### config.mk
export PLATFORM = sky130hd
export DESIGN_NAME = planar_yuv_to_packed_decimating_packer
export DESIGN_NICKNAME = d
export VERILOG_FILES = /design/src/hdl/ypk_pkg.sv /design/src/hdl/planar_yuv_to_packed_decimating_packer.sv /design/src/hdl/ypk_fifo.sv /design/src/hdl/ypk_front.sv /design/src/hdl/ypk_back.sv
export VERILOG_INCLUDE_DIRS = /design/src /design/src/hdl
export SDC_FILE = /design/constraint.sdc
export NUM_CORES = 1
export LEC_CHECK = 0
export BUFFER_PORTS_ARGS = -buffer_cell sky130_fd_sc_hd__buf_2
export CORE_ASPECT_RATIO = 1.25
export CORE_MARGIN = 10
export CORE_UTILIZATION = 57
export CTS_CLUSTER_SIZE = 25
export DETAILED_ROUTE_END_ITERATION = 10
export PLACE_DENSITY = 0.78
export SLEW_MARGIN = 15
export SYNTH_ARGS = -nofsm -noshare
export SYNTH_HDL_FRONTEND = slang
export SYNTH_HIERARCHICAL = 1
export SYNTH_SLANG_ARGS = --single-unit
### constraint.sdc
create_clock -name i_clk -period 7.76 [get_ports i_clk]
set_input_delay 0.388 -clock i_clk [delete_from_list [all_inputs] [get_ports i_clk]]
set_output_delay 0.388 -clock i_clk [all_outputs]
set_load 0.005 [all_outputs]
### src/hdl/planar_yuv_to_packed_decimating_packer_defines.svh
// Assertion macros shared by the packer RTL.
`ifndef PLANAR_YUV_TO_PACKED_DECIMATING_PACKER_DEFINES_SVH
`define PLANAR_YUV_TO_PACKED_DECIMATING_PACKER_DEFINES_SVH
`ifndef ASSERT_OFF
`define YPK_ASSERT_NEVER(lbl, clk, rst_n, cond) \
    lbl: assert property (@(posedge clk) disable iff (!rst_n) !(cond)) \
        else $error("assertion failed: condition must never hold");
`define YPK_ASSERT_NEXT(lbl, clk, rst_n, ante, cons) \
    lbl: assert property (@(posedge clk) disable iff (!rst_n) (ante) |=> (cons)) \
        else $error("assertion failed: expected condition one cycle later");
`else
`define YPK_ASSERT_NEVER(lbl, clk, rst_n, cond)
`define YPK_ASSERT_NEXT(lbl, clk, rst_n, ante, cons)
`endif
`endif

### src/hdl/ypk_pkg.sv
// Types and constants of the planar-to-packed decimating packer.
`default_nettype none
package ypk_pkg;

    localparam int DIM_W      = 12;
    localparam int ACC_W      = 24;
    localparam int CFG_IDX_W  = 3;
    localparam int FIFO_DEPTH = 4;
    localparam int PTR_W      = $clog2(FIFO_DEPTH);
    localparam int LVL_W      = $clog2(FIFO_DEPTH + 1);

    localparam logic [DIM_W-1:0] DIM_RESET = 12'd2048;

    typedef enum logic [CFG_IDX_W-1:0] {
        CFG_SRC_WIDTH  = 3'd0,
        CFG_SRC_HEIGHT = 3'd1,
        CFG_DST_WIDTH  = 3'd2,
        CFG_DST_HEIGHT = 3'd3,
        CFG_RUN_WIDTH  = 3'd4,
        CFG_RUN_ROWS   = 3'd5,
        CFG_HSCALE_ON  = 3'd6,
        CFG_VSCALE_ON  = 3'd7
    } t_cfg_index;

    typedef struct packed {
        logic [7:0] luma_left;
        logic [7:0] luma_right;
        logic [7:0] chroma_blue;
        logic [7:0] chroma_red;
    } t_in_item;

    typedef struct packed {
        logic [31:0] packed_word;
        logic        row_end;
    } t_out_item;

    // Kept macropixel waiting between classifier and packer
    typedef struct packed {
        t_in_item item;
        logic     row_end;
    } t_entry;

    typedef struct packed {
        logic             empty;
        logic             full;
        logic [LVL_W-1:0] level;
    } t_fifo_status;

endpackage
`default_nettype wire

### src/hdl/planar_yuv_to_packed_decimating_packer.sv
// A kept macropixel is written into the queue on its transfer, then loaded into the result register when it is free.
// Throughput: one macropixel per cycle while the queue is not full; dropped macropixels produce no result.
// A four-entry queue between the classifier and the packer absorbs short output stalls.
// Configuration port is always ready; writes take effect on the next cycle.
// Synchronous reset restores default sizes, clears enables, frame state and the queue.
`default_nettype none
`include "planar_yuv_to_packed_decimating_packer_defines.svh"
module planar_yuv_to_packed_decimating_packer (
    input  logic                          i_clk,
    input  logic                          i_rst_n,
    input  logic                          i_push,
    output logic                          o_full,
    input  ypk_pkg::t_in_item             i_item,
    output logic                          o_empty,
    input  logic                          i_pop,
    output ypk_pkg::t_out_item            o_item,
    input  logic                          i_cfg_valid,
    output logic                          o_cfg_ready,
    input  logic [ypk_pkg::CFG_IDX_W-1:0] i_cfg_index,
    input  logic [ypk_pkg::DIM_W-1:0]     i_cfg_data
);
    import ypk_pkg::*;

    logic         w_accept;
    logic         w_keep;
    logic         w_fifo_push;
    logic         w_fifo_pop;
    t_entry       w_front_entry;
    t_entry       w_fifo_entry;
    t_fifo_status w_status;

    assign o_cfg_ready = 1'b1;
    assign o_full      = w_status.full;
    assign w_accept    = i_push && !w_status.full;
    assign w_fifo_push = w_accept && w_keep;

    ypk_front u_front (
        .i_clk       (i_clk),
        .i_rst_n     (i_rst_n),
        .i_cfg_valid (i_cfg_valid),
        .i_cfg_index (i_cfg_index),
        .i_cfg_data  (i_cfg_data),
        .i_accept    (w_accept),
        .i_item      (i_item),
        .o_keep      (w_keep),
        .o_entry     (w_front_entry)
    );

    ypk_fifo u_fifo (
        .i_clk    (i_clk),
        .i_rst_n  (i_rst_n),
        .i_push   (w_fifo_push),
        .i_entry  (w_front_entry),
        .i_pop    (w_fifo_pop),
        .o_entry  (w_fifo_entry),
        .o_status (w_status)
    );

    ypk_back u_back (
        .i_clk      (i_clk),
        .i_rst_n    (i_rst_n),
        .i_status   (w_status),
        .i_entry    (w_fifo_entry),
        .o_fifo_pop (w_fifo_pop),
        .i_pop      (i_pop),
        .o_empty    (o_empty),
        .o_item     (o_item)
    );

    `YPK_ASSERT_NEVER(a_level_bound, i_clk, i_rst_n, w_status.level > LVL_W'(FIFO_DEPTH))
    `YPK_ASSERT_NEXT(a_kept_visible, i_clk, i_rst_n, w_fifo_push, !w_status.empty || !o_empty)
    `YPK_ASSERT_NEXT(a_back_drains, i_clk, i_rst_n, o_empty && !w_status.empty, !o_empty)

endmodule
`default_nettype wire

### src/hdl/ypk_fifo.sv
// Short queue of kept macropixels between the classifier and the packer.
`default_nettype none
module ypk_fifo (
    input  logic                 i_clk,
    input  logic                 i_rst_n,
    input  logic                 i_push,
    input  ypk_pkg::t_entry      i_entry,
    input  logic                 i_pop,
    output ypk_pkg::t_entry      o_entry,
    output ypk_pkg::t_fifo_status o_status
);
    import ypk_pkg::*;

    t_entry             r_mem [FIFO_DEPTH];
    logic [PTR_W-1:0]   r_wr_ptr;
    logic [PTR_W-1:0]   r_rd_ptr;
    logic [LVL_W-1:0]   r_level;
    logic [PTR_W-1:0]   n_wr_ptr;
    logic [PTR_W-1:0]   n_rd_ptr;

    assign n_wr_ptr = (r_wr_ptr == PTR_W'(FIFO_DEPTH - 1)) ? '0 : r_wr_ptr + 1'b1;
    assign n_rd_ptr = (r_rd_ptr == PTR_W'(FIFO_DEPTH - 1)) ? '0 : r_rd_ptr + 1'b1;

    always_ff @(posedge i_clk) begin
        if (!i_rst_n) begin
            r_wr_ptr <= '0;
            r_rd_ptr <= '0;
            r_level  <= '0;
        end else begin
            if (i_push) begin
                r_wr_ptr <= n_wr_ptr;
            end
            if (i_pop) begin
                r_rd_ptr <= n_rd_ptr;
            end
            if (i_push && !i_pop) begin
                r_level <= r_level + 1'b1;
            end else if (i_pop && !i_push) begin
                r_level <= r_level - 1'b1;
            end
        end
    end

    always_ff @(posedge i_clk) begin
        if (i_push) begin
            r_mem[r_wr_ptr] <= i_entry;
        end
    end

    assign o_entry        = r_mem[r_rd_ptr];
    assign o_status.empty = (r_level == '0);
    assign o_status.full  = (r_level == LVL_W'(FIFO_DEPTH));
    assign o_status.level = r_level;

endmodule
`default_nettype wire

### src/hdl/ypk_front.sv
// Configuration registers and row/macropixel drop decisions.
`default_nettype none
module ypk_front (
    input  logic                          i_clk,
    input  logic                          i_rst_n,
    input  logic                          i_cfg_valid,
    input  logic [ypk_pkg::CFG_IDX_W-1:0] i_cfg_index,
    input  logic [ypk_pkg::DIM_W-1:0]     i_cfg_data,
    input  logic                          i_accept,
    input  ypk_pkg::t_in_item             i_item,
    output logic                          o_keep,
    output ypk_pkg::t_entry               o_entry
);
    import ypk_pkg::*;

    logic [DIM_W-1:0] r_src_width, r_src_height, r_dst_width, r_dst_height;
    logic [DIM_W-1:0] r_run_width, r_run_rows;
    logic             r_hscale_on, r_vscale_on;

    logic [DIM_W-1:0]   r_row_count, n_row_count;
    logic [DIM_W-2:0]   r_col_count, n_col_count;
    logic [ACC_W-1:0]   r_row_accum, n_row_accum;
    logic [ACC_W-1:0]   r_row_mark, n_row_mark;
    logic [ACC_W-1:0]   r_col_accum, n_col_accum;
    logic [ACC_W-1:0]   r_col_mark, n_col_mark;
    logic               r_row_dropping, n_row_dropping;

    logic [DIM_W-1:0]   w_hdiff, w_wdiff, w_rows_per_frame;
    logic [DIM_W:0]     w_wdiff2, w_src_width2;
    logic [DIM_W-2:0]   w_items_per_row;
    logic [DIM_W-1:0]   w_col_inc;
    logic [DIM_W:0]     w_row_inc;
    logic               w_last, w_row_wrap, w_first_col, w_frame_first;
    logic [ACC_W-1:0]   w_ra, w_rm, w_ca, w_cm;
    logic [ACC_W:0]     w_rm_lim, w_cm_lim;
    logic               w_row_drop, w_rd, w_drop_h;

    always_ff @(posedge i_clk) begin
        if (!i_rst_n) begin
            r_src_width  <= DIM_RESET;
            r_src_height <= DIM_RESET;
            r_dst_width  <= DIM_RESET;
            r_dst_height <= DIM_RESET;
            r_run_width  <= DIM_RESET;
            r_run_rows   <= DIM_RESET;
            r_hscale_on  <= 1'b0;
            r_vscale_on  <= 1'b0;
        end else if (i_cfg_valid) begin
            unique case (t_cfg_index'(i_cfg_index))
                CFG_SRC_WIDTH:  r_src_width  <= i_cfg_data;
                CFG_SRC_HEIGHT: r_src_height <= i_cfg_data;
                CFG_DST_WIDTH:  r_dst_width  <= i_cfg_data;
                CFG_DST_HEIGHT: r_dst_height <= i_cfg_data;
                CFG_RUN_WIDTH:  r_run_width  <= i_cfg_data;
                CFG_RUN_ROWS:   r_run_rows   <= i_cfg_data;
                CFG_HSCALE_ON:  r_hscale_on  <= i_cfg_data[0];
                CFG_VSCALE_ON:  r_vscale_on  <= i_cfg_data[0];
                default: ;
            endcase
        end
    end

    // Upscale requests clamp to a zero difference
    assign w_hdiff = (r_dst_height > r_src_height) ? '0 : r_src_height - r_dst_height;
    assign w_wdiff = (r_dst_width > r_src_width) ? '0 : r_src_width - r_dst_width;
    assign w_wdiff2     = {w_wdiff, 1'b0};
    assign w_src_width2 = {r_src_width, 1'b0};
    assign w_items_per_row  = (r_run_width[DIM_W-1:1] == '0) ? (DIM_W-1)'(1)
                                                              : r_run_width[DIM_W-1:1];
    assign w_rows_per_frame = (r_run_rows == '0) ? DIM_W'(1) : r_run_rows;

    assign w_col_inc  = {1'b0, r_col_count} + DIM_W'(1);
    assign w_row_inc  = {1'b0, r_row_count} + (DIM_W+1)'(1);
    assign w_last     = (w_col_inc >= {1'b0, w_items_per_row});
    assign w_row_wrap = (w_row_inc >= {1'b0, w_rows_per_frame});

    assign w_first_col   = (r_col_count == '0);
    assign w_frame_first = w_first_col && (r_row_count == '0);

    always_comb begin
        w_ra = w_frame_first ? ACC_W'(w_hdiff) : r_row_accum;
        w_rm = w_frame_first ? '0 : r_row_mark;
        w_rm_lim = {1'b0, w_rm} + (ACC_W+1)'(r_src_height);
        w_row_drop = r_vscale_on && (w_rm <= w_ra) && ({1'b0, w_ra} < w_rm_lim);

        // Row decision and column reload happen on the first item of a row
        if (w_first_col) begin
            w_rd       = w_row_drop;
            n_row_mark = w_row_drop ? w_rm_lim[ACC_W-1:0] : w_rm;
            w_ca       = ACC_W'(w_wdiff2);
            w_cm       = '0;
        end else begin
            w_rd       = r_row_dropping;
            n_row_mark = w_rm;
            w_ca       = r_col_accum;
            w_cm       = r_col_mark;
        end

        w_cm_lim = {1'b0, w_cm} + (ACC_W+1)'(w_src_width2);
        w_drop_h = !w_rd && r_hscale_on && !w_last && (w_cm <= w_ca)
                   && ({1'b0, w_ca} < w_cm_lim);

        n_col_mark     = w_drop_h ? w_cm_lim[ACC_W-1:0] : w_cm;
        n_col_accum    = w_ca + ACC_W'(w_wdiff2);
        n_row_dropping = w_rd;
        n_row_accum    = w_ra;
        n_row_count    = r_row_count;
        n_col_count    = w_col_inc[DIM_W-2:0];

        if (w_last) begin
            n_col_count = '0;
            n_row_accum = w_ra + ACC_W'(w_hdiff);
            n_row_count = w_row_inc[DIM_W-1:0];
            // Frame end: restore start values
            if (w_row_wrap) begin
                n_row_count    = '0;
                n_row_accum    = ACC_W'(w_hdiff);
                n_row_mark     = '0;
                n_col_accum    = ACC_W'(w_wdiff2);
                n_col_mark     = '0;
                n_row_dropping = 1'b0;
            end
        end
    end

    always_ff @(posedge i_clk) begin
        if (!i_rst_n) begin
            r_row_count    <= '0;
            r_col_count    <= '0;
            r_row_accum    <= '0;
            r_row_mark     <= '0;
            r_col_accum    <= '0;
            r_col_mark     <= '0;
            r_row_dropping <= 1'b0;
        end else if (i_accept) begin
            r_row_count    <= n_row_count;
            r_col_count    <= n_col_count;
            r_row_accum    <= n_row_accum;
            r_row_mark     <= n_row_mark;
            r_col_accum    <= n_col_accum;
            r_col_mark     <= n_col_mark;
            r_row_dropping <= n_row_dropping;
        end
    end

    assign o_keep          = !w_rd && !w_drop_h;
    assign o_entry.item    = i_item;
    assign o_entry.row_end = w_last;

endmodule
`default_nettype wire

### src/hdl/ypk_back.sv
// YUY2 packing and the result register.
`default_nettype none
module ypk_back (
    input  logic                  i_clk,
    input  logic                  i_rst_n,
    input  ypk_pkg::t_fifo_status i_status,
    input  ypk_pkg::t_entry       i_entry,
    output logic                  o_fifo_pop,
    input  logic                  i_pop,
    output logic                  o_empty,
    output ypk_pkg::t_out_item    o_item
);
    import ypk_pkg::*;

    logic      r_valid;
    t_out_item r_out;
    t_out_item n_out;
    logic      w_load;

    // Refill the result register when it is free or being taken
    assign w_load = !i_status.empty && (!r_valid || i_pop);

    assign n_out.packed_word = {i_entry.item.chroma_red, i_entry.item.luma_right,
                                i_entry.item.chroma_blue, i_entry.item.luma_left};
    assign n_out.row_end     = i_entry.row_end;

    always_ff @(posedge i_clk) begin
        if (!i_rst_n) begin
            r_valid <= 1'b0;
        end else if (w_load) begin
            r_valid <= 1'b1;
        end else if (i_pop) begin
            r_valid <= 1'b0;
        end
    end

    always_ff @(posedge i_clk) begin
        if (w_load) begin
            r_out <= n_out;
        end
    end

    assign o_fifo_pop = w_load;
    assign o_empty    = !r_valid;
    assign o_item     = r_out;

endmodule
`default_nettype wire

==> impl_metrics.toml <==
[timing]
tightest_slew_ps = 1129
hold_violations = 0
period_share = 0.9477
setup_tns_ps = 0
slew_headroom = 0.2457
fin_skew_ps = 23.27
finalSetupViolations = 0
slew_viol_final = 0
min_period_ps = 7354
max_clock_freq_ghz = 0.1360

[yosys]
synth_cells = 2359
syn_area_um2 = 22210
synth_area_leaders = "edfxtp_1 22%, dfxtp_1 18%, ha_1 11%"
ys_async_sr_fraction = 0
yosysMostFrequentCell = "nand2_1"
synth_top_area_share = 0.2231
synth_edf_count = 165
synth_area_per_cell_um2 = 9.415
synthMuxAreaShare = 0.04991
synth_compound_area_frac = 0.1618
ys_ff_latch = 368
synth-simple-area-share = 0.1671
synth_fa_ha_area_frac = 0.1158
ys.flop_type = "dfxtp_1"
synthTopCellsByCount = "320 x nand2_1, 203 x dfxtp_1, 192 x ha_1"
syn_nets = 2610
ys_warn_count = 6
synthDistinctLibCells = 95
yosys.area.top_type = "edfxtp_1"
yosysSeqAreaShare = 0.4061
synth_top_family_by_area = "simple AND/OR/NAND/NOR gates"
synth_xor_area_frac = 0.04180

[placed_design]
portBuffers = 86
hpwlAfterDp_um = 42470
gp_congestion = 0.9699

[die]
start_util = 0.5793
dieArea_um2 = 47310
io_pins = 88
die_w_um = 196.6
core_um2 = 38340
fp-row-count = 80
die_h_um = 240.7

[worst_setup_path]
r2r_slack_ps = 410
crit_cells = 36
r2r-start = "u_front/r_row_count[0]"
start_kind = "flip-flop"
crit_arrival_ps = 7810
endpoint_kind = "flip-flop"
ff2ff_path_depth = 36
rr_endpoint = "u_fifo/r_level[2]"
setup.worst_path.end = "u_fifo/r_level[2]"
critPathTopFamily = "simple AND/OR/NAND/NOR gates"
critPathMaxStageDelay_ps = 520
crit_type = "reg -> reg"
critPathSlowestCell = "or3b_2"
cp-startpoint = "u_front/r_row_count[0]"
required_ps = 8220
path_max_fanout = 5
path_buf_inv = 4

[detailed_routing]
first_pass_iters = 7
dr_wl_met2_um = 28620
drt-met1-wl_um = 23320
drtIter0Drc = 1272
via_per_inst = 6.126
ant_nets = 0
wl_met3_um = 3222
highest_layer = "met4"
wl_um = 57630
wl_per_cell_um = 19.76
vias = 17870
remaining_drc_errors = 0

[worst_hold_path]
min_path_type = "in -> reg"

[power]
leakagePower_nw = 9.803
vdd.ir_drop.worst_mv = 0.1793
finalPower_mw = 5.633
p_per_area_nw_per_um2 = 233.3

[global_routing]
grt_pass1_wl_um = 91950
grt_overflow = 0
grt_pass1_vias = 17570
grt_antenna_before_repair = 0
grt_usage = 0.2383
grt_max_degree = 104

[layout]
fillers = 3114
area_growth_pct = 8.721
nets = 2647
drive_above_1_share = 0.1122

[run]
cap_violations = 0

[cts]
hold_buffers = 0
clock-sinks = 368
cts_buffers = 37
cts_tree = "done"
htree_levels = 2
clock_tree.root_cell = "clkbuf_16"
insertion_delay_ps = 550
clockBufferDepth = 3
path_clk_slew_ps = 60

[run_status]
outcome = "completed"
[worst min path at each step]
stage / slack [ps] / from / endpoint / cells past startpoint
after floorplan: 420 / u_front/r_row_mark[10] / u_front/r_row_mark[10] / 2
after global placement: 440 / u_front/r_col_accum[20] / u_front/r_col_accum[20] / 2
after detailed placement: 440 / u_front/r_col_mark[3] / u_front/r_col_mark[3] / 1
after CTS: 50 / i_item[17] / u_fifo/r_mem[2][18] / 1
after global routing: 60 / i_item[20] / u_fifo/r_mem[0][21] / 1
final: 60 / i_item[1] / u_fifo/r_mem[0][2] / 1
[kinds of logic after synthesis]
kind of cell / after synthesis
simple gates: 774
compound gates: 556
flops: 368
buf+inv: 284
fa+ha+maj: 202
xor+xnor: 106
mux: 68
other cells: 1
[area by class of cell]
class,count,area [um^2],area share
multi-input combinational,1707,12000,0.4971
clock buffer,53,1077,0.04461
clock inverter,14,118.9,0.004923
antenna,1,2.502,0.0001036
inverter,158,594.3,0.02461
timing repair buffer,124,715.7,0.02964
tap,492,615.6,0.02549
sequential,368,9020,0.3735
[what timing repair did]
action                                 in CTS  in global routing
setup endpoints to repair                   0                134
buffers inserted                            0                  3
resized for setup                           0                  8
endpoints found under the hold margin       0                  0
[flip-flops by register name, summed over array words and instances (netlist names), named ones only]
signal                  count
u_front/r_col_accum        24
u_back/o_item              33
u_front/r_row_count        12
u_fifo/r_mem              132
u_back/r_valid              1
u_front/r_row_dropping      1
u_front/r_col_count        11
u_front/r_row_accum        24
u_front/r_row_mark         24
u_fifo/r_wr_ptr             2
u_front/r_vscale_on         1
u_front/r_dst_height       12
u_front/r_dst_width        12
u_fifo/r_level              3
u_front/r_run_rows         12
u_front/r_run_width        11
u_front/r_hscale_on         1
u_front/r_src_width        12
u_fifo/r_rd_ptr             2
u_front/r_src_height       12
u_front/r_col_mark         24
[metal layers]
| layer | vias up | global-route usage |
|---|---|---|
| li1 | 8522 | - |
| met2 | 591 | 0.4214 |
| met5 | - | 0 |
| met4 | 0 | 0.1054 |
| met1 | 8603 | 0.2835 |
| met3 | 155 | 0.03151 |
[per-stage QoR]
step	util	instance area [um^2]	instances	hold slack [ps]	setup WS, ps
floorplan	-	22210	2359	416.7	178.1
detailed placement	0.5970	22890	2846	443.2	100.3
CTS	0.6282	24080	2913	45.61	21.85
global placement	0.5970	22890	2846	435.1	304.2
finish	0.6299	24150	2917	63.02	405.8
global route	0.6298	24140	2916	56.58	-31.20
[placed cells by master (no fill, tap or decap), drive strengths merged, types with 63 or more instances in the layout]
cell / netlist / layout
nand2: 321 / 321
nand3: 63 / 63
dfxtp: 203 / 203
nor2: 122 / 122
inv: 156 / 156
ha: 192 / 192
buf: 56 / 124
a21oi: 185 / 185
o21ai: 128 / 128
edfxtp: 165 / 165
[power breakdown]
group	internal [mW]	switching [mW]
sequential	2.30	0.0792
clock	1.01	0.756
combinational	0.599	0.897
[worst register-to-register path: cells and delay by family, from the launching register on]
| family | cells | cell delay [ps] |
|---|---|---|
| and+or+nand+nor | 9 | 2400 |
| AOI/OAI and AO/OA | 14 | 2040 |
| adders and majority gates | 7 | 1900 |
| DFF | 1 | 350 |
| xor gates and xnor gates | 2 | 310 |
| buffers and inverters | 4 | 290 |
Power figures use the tool's default switching activity.
